--- config.mk ---
export PLATFORM = sky130hd
export DESIGN_NAME = iprt_cmp
export DESIGN_NICKNAME = d
export VERILOG_FILES = /design/src/design/iprt_pkg.sv /design/src/design/iprt_cmp.sv
export SDC_FILE = /design/constraint.sdc
export NUM_CORES = 1
export LEC_CHECK = 0
export ABC_AREA = 1
export BUFFER_PORTS_ARGS = -buffer_cell sky130_fd_sc_hd__buf_2
export CAP_MARGIN = 15
export CORE_AREA = 3 3 202 204
export DETAILED_ROUTE_END_ITERATION = 6
export DIE_AREA = 0 0 205 207
export GPL_ROUTABILITY_DRIVEN = 1
export PLACE_DENSITY = 0.46
export SLEW_MARGIN = 15
export SYNTH_ARGS = -nofsm -noshare
export SYNTH_HDL_FRONTEND = slang
export SYNTH_SLANG_ARGS = --single-unit
--- constraint.sdc ---
create_clock -name vclk -period 5.5
set_clock_uncertainty 0.2 [all_clocks]
set_input_delay 1.1 -clock vclk [all_inputs]
set_output_delay 1.1 -clock vclk [all_outputs]
set_load 0.02 [all_outputs]
--- src/design/iprt_pkg.sv ---
package iprt_pkg;

    typedef enum logic [2:0] {
        CMD_LOOKUP     = 3'd0,
        CMD_ADD        = 3'd1,
        CMD_ADD_STATIC = 3'd2,
        CMD_ADD_PREFIX = 3'd3,
        CMD_DEL_PREFIX = 3'd4,
        CMD_DEL_IFACE  = 3'd5,
        CMD_CLEAR      = 3'd6,
        CMD_NOP        = 3'd7
    } cmd_t;

    typedef enum logic [1:0] {
        ST_OK        = 2'd0,
        ST_MISS      = 2'd1,
        ST_FULL      = 2'd2,
        ST_NOT_FOUND = 2'd3
    } status_t;

    typedef enum logic [2:0] {
        FSM_IDLE,
        FSM_SCAN,
        FSM_SHIFT,
        FSM_DONE
    } fsm_t;

    localparam logic [1:0] SRC_MANUAL = 2'd0;
    localparam logic [1:0] SRC_RA = 2'd1;
    localparam logic [7:0] MAX_LEN = 8'd128;
    localparam logic [15:0] DEFAULT_METRIC_RST = 16'd10;

    // One route entry
    typedef struct packed {
        logic [63:0] prefix_hi;
        logic [63:0] prefix_lo;
        logic [7:0]  prefix_len;
        logic [15:0] metric;
        logic [1:0]  source;
        logic [7:0]  iface;
        logic [63:0] hop_hi;
        logic [63:0] hop_lo;
    } route_t;

    // Compare results from the shared unit
    typedef struct packed {
        logic match;
        logic exact;
        logic ranks_below;
        logic iface_eq;
    } cmp_t;

    // Leading-bit mask for up to 64 bits
    function automatic logic [63:0] lead_mask(input logic [6:0] k);
        logic [63:0] m;
        begin
            if (k == 7'd0)
                m = '0;
            else if (k >= 7'd64)
                m = '1;
            else
                m = ~64'd0 << (7'd64 - k);
            return m;
        end
    endfunction

endpackage

--- src/design/iprt_cmp.sv ---
module iprt_cmp #(
    parameter int TIME_BITS = 32
) (
    input  iprt_pkg::route_t             ent,
    input  logic [TIME_BITS-1:0]         ent_expiry,
    input  logic [63:0]                  key_hi,
    input  logic [63:0]                  key_lo,
    input  logic [7:0]                   key_len,
    input  logic [15:0]                  key_metric,
    input  logic [1:0]                   key_source,
    input  logic [7:0]                   key_iface,
    input  logic [TIME_BITS-1:0]         now,
    output iprt_pkg::cmp_t               res,
    output logic                         expired
);
    import iprt_pkg::*;

    logic [7:0]  len_c;
    logic [63:0] mh;
    logic [63:0] ml;

    // Clamp length, build masks
    always_comb
    begin
        len_c = (ent.prefix_len > MAX_LEN) ? MAX_LEN : ent.prefix_len;
        mh = lead_mask((len_c >= 8'd64) ? 7'd64 : len_c[6:0]);
        ml = lead_mask((len_c >= 8'd64) ? 7'(len_c - 8'd64) : 7'd0);
    end

    // Shared compares
    always_comb
    begin
        res.match = (((key_hi ^ ent.prefix_hi) & mh) == '0) &&
                    (((key_lo ^ ent.prefix_lo) & ml) == '0);
        res.exact = (ent.source == key_source) && (ent.prefix_hi == key_hi) &&
                    (ent.prefix_lo == key_lo) && (ent.prefix_len == key_len);
        res.ranks_below = (key_len > ent.prefix_len) ||
                          ((key_len == ent.prefix_len) && (key_metric < ent.metric));
        res.iface_eq = (ent.iface == key_iface);
        expired = (ent_expiry != '0) && (now > ent_expiry);
    end

endmodule

# Word level (Yosys, flattened, before mapping)
# Cells that the tools add are included.
# totals
word_cells,41
reg_bits,0
output_inout_bits,5
in_bits,516
# classes
n_eq_ne,6
shift,2
bitwise,4
magnitude_cmp,7
addsub,3
reduce_logical,12
n_mux,7
# ops
cell,count
$mux 64,4
$and 64x64->64,2
$eq 64x64->1,2
$logic_not 64->1,2
$shl 64x7->64 const A,2
$xor 64x64->64,2
$gt 32x32->1,1
$reduce_bool 32->1,1
$eq 8x8->1,3
$lt 16x16->1,1
$ge 7x7->1 const B,2
$logic_not 7->1,2
$mux 7,2
$sub 7x7->7 const A,2
$ge 8x7->1 const B,1
$gt 8x8->1,1
$gt 8x8->1 const B,1
$mux 8,1
$sub 7x7->7 const B,1
$logic_and 1x1->1,6
$eq 2x2->1,1
$logic_or 1x1->1,1

# Logic depth before layout (Yosys ltp)
# depth
depth_word,11
mapped_depth,21
mapped_depth_nobuf,20

# Worst setup path after synthesis
# OpenSTA, ideal clock, no wires.
# synth_path
path_kind,in2out
start,input ent[160] in the netlist's numbering
end,output res[3] in the netlist's numbering
arrival_time_ns,3.378
setup_slack_ns,0.822
n_path_buf,1
path_stages,21
required_ns,4.200
cell_sequence,nor2_4 buf_6 nand2_1 ha_1 inv_1 ha_1 inv_1 nand2_1 inv_1 nand3_1 nor2_1 nand2_1 nand3_1 nand2_1 nor2_1 nand2_1 nor2_1 nand2_1 inv_1 nand2_1 nor2_1
# synth_lines
item,line_no,source
start: declaration,iprt_cmp.sv:4,"input iprt_pkg::route_t ent,"
end: declaration,iprt_cmp.sv:13,"output iprt_pkg::cmp_t res,"

==> results.md <==
* CP dominant cell by count: nand2_1
* Design area at ~8000 µm²
* Most common cell in the synthesized netlist: nand2_1
* Setup Viol. Count Final at 0
* Setup ws final at 324.5 ps
* Relative slew margins at 0.6184
* Core footprint at 39,460 µm²
* # Max-Cap Violations at 0
* Die area at 42,440 µm²
* Maximum clock frequency at between 0.15 and 0.2 GHz
* Nets at 1,972
* Sequential share of power at 0
* Filler cells at roughly 4.6k
* Hold path start: ent[135]
* Mapped Cells at 1,005
* Yosys warns at 0
* Buf+Inv Stages, Crit Path at 6
* M1 WL at approximately 15,000 µm
* Placed inst area at 8175 µm²
* Synthesis-to-layout area growth at 46.14%
* Clock share of power at 0
* DR pass1 iterations at 5
* Worst setup path category: input port to primary output
* Final Cycle Share at 0.9410
* IO Port Bufs at 393
* Unrepaired setup endpoints after global routing: false
* Combinational share of power at 1.000
* Vias per cell at around 4.1
* Top cell type's share of synthesized area at 0.1841
* Netlist Area Pre-Place at 5627 µm²
* Seq/Total Area, Yosys at 0
* CP max stage delay at 290 ps
* CP Launch Type: input port
* Site Rows at 73
* Syn nets at about 1.6k
* Io pins at 521
* Initial antenna violation count at 24
* P_int at 299.9 µW
* CP Capture Type: primary output
* First-pass GRT wire length at 45,970 µm
* Initial core utilization at 0.1426
* CP max stage cell: ha_1
* Avg Cell Area, Syn at 5.599 µm²
* Chip width at 205 µm
* Met3 wire length at just over 3000 µm
* Die Ht at 207 µm
* 1st-iter DRT viols at 533
* Average wire per standard cell at roughly 17 µm
* GRT overflow at 0
* Worst vdd ir at 0.02701 mV
* Worst EP required at 4200 ps
* Post-DP HPWL at approximately 30,000 µm
* Post-route ant nets at 0
* All-Layer GR Usage at 0.1429
* Sequential cell area at 0 µm²
* Largest net degree at the start of global routing at 31
* DR top layer: met5
* Switching Fraction at 0.6060
* Setup Total Neg Slack at 0 ps
* Met2 wire len at between 10,000 and 15,000 µm
* Drt drc at 0
* Cells along the critical path: buf_2 -> nor2_4 -> nand2_1 -> ha_1 -> inv_1 -> ha_1 -> inv_1 -> nand2_1 -> inv_1 -> nand3_1 -> nor2_1 -> nand2_1 -> nand3_1 -> nand2_1 -> nor2_1 -> nand2_1 -> nor2_1 -> nand2_1 -> inv_1 -> nand2_1 -> nor2_1 -> buf_2
* Top area cells in the synthesized netlist: nand2_1, ha_1, xor2_1
* Vias in the first global route at 7,896
* Min-Delay Path Class: input port to primary output
* Min Tclk post-route at 5175 ps
* Util after Layout at 0.2084
* PD cells at 92.55 nW/µm²
* Sequential cell count at 0
* Most instantiated cells after synthesis: nand2_1, inv_1, nor2_1, nand3_1, xor2_1
* Setup WS pre-CTS at between 200 and 250 ps
* Total length of routed wires at 32,290 µm
* Worst-Margin Slew at 568.4 ps
* Max Slew Vio Count at 0
* Vias at just under 8k
* Arrival @ worst endpoint at 3880 ps
* WHS Path Cells at 5
* Cell family with most CP delay: simple AND/OR/NAND/NOR gates
* Endpoints failing hold at 0
* Crit path max fanout at 6
* Fraction of layout cells with a size suffix above 1 at 0.3067
* RePlAce Congestion at 0.9261
* Hold Buf Count CTS at 0
* Status: complete, no violations
* Hold worst-path end: res[0]
* Yosys top cell by area: nand2_1
* Leak at 0.004591 µW
* NetSw at 461.1 µW
* Distinct cells, synth at 43
* CLK BUF at 0
## power groups by stage
stage / Sequential, µW / Combinational (µW) / Clock, µW
floorplan: 0 / 435 / 0
global placement: 0 / 755 / 0
detailed placement: 0 / 759 / 0
CTS: 0 / 764 / 0
global route: 0 / 859 / 0.000170
finish: 0 / 761 / 0.000219
## worst max path at each step
| stage | startpoint | endpoint | slack (ps) | depth (start not counted) |
|---|---|---|---|---|
| 6_report | ent[161] | res[3] | 320 | 22 |
| 5_1_grt | ent[160] | res[3] | 9 | 20 |
| 4_1_cts | ent[160] | res[3] | 240 | 22 |
| 3_5_place_dp | ent[160] | res[3] | 240 | 22 |
| 3_3_place_gp | ent[160] | res[3] | 210 | 20 |
| 2_1_floorplan | ent[160] | res[3] | 820 | 21 |
## timing repair
action	CTS	global route
setup endpoints to repair	0	1
buffers inserted	0	2
resized for setup	0	2
## layout by cell type (no fill, tap or decap), types with 2 or more instances in the layout
cell type / instances
nor3_1: 9
ha_1: 65
o211ai_1: 4
nand2_2: 9
nand3_2: 5
o21ai_1: 4
nand2_1: 276
buf_4: 7
o21bai_1: 4
buf_2: 393
o21ai_0: 19
nor2_1: 116
inv_1: 131
nand4_1: 31
nor2_4: 2
nand3b_1: 8
nand3_1: 100
a21boi_0: 2
or4_1: 2
xnor2_1: 55
o221ai_1: 2
a211oi_1: 2
diode_2: 9
nor4_1: 19
a21oi_1: 30
xor2_1: 76
## cells by family after synthesis
kind of cell               count (synthesis)  synth area share
AOI/OAI and AO/OA                         74           0.07605
xor gates and xnor gates                 131            0.2039
adders and majority gates                 65            0.1445
buffers and inverters                    150            0.1094
and+or+nand+nor                          585            0.4661
## final cells by class
class | count | area (µm²) | area share
Tap cell | 525 | 656.9 | 0.07988
Antenna cell | 9 | 22.52 | 0.002739
Inverter | 134 | 505.5 | 0.06147
Multi-Input combinational cell | 855 | 5019 | 0.6103
Timing Repair Buffer | 400 | 2019 | 0.2456
## metal layers
metal  GRT usage  vias to the layer above
met5           0                        -
met4    0.009899                       22
met3     0.03882                       34
met2      0.2326                      371
met1      0.1972                     3403
li1            -                     4058
## per-stage QoR
step	std cells	power (µW)	hold slack [ps]
2_1_floorplan	1005	435.1	2189
6_report	1923	761.0	2388
3_3_place_gp	1912	755.3	2391
5_1_grt	1921	858.9	2422
3_5_place_dp	1912	759.4	2396
4_1_cts	1912	763.7	2393
(Power assumes the default switching activity.)
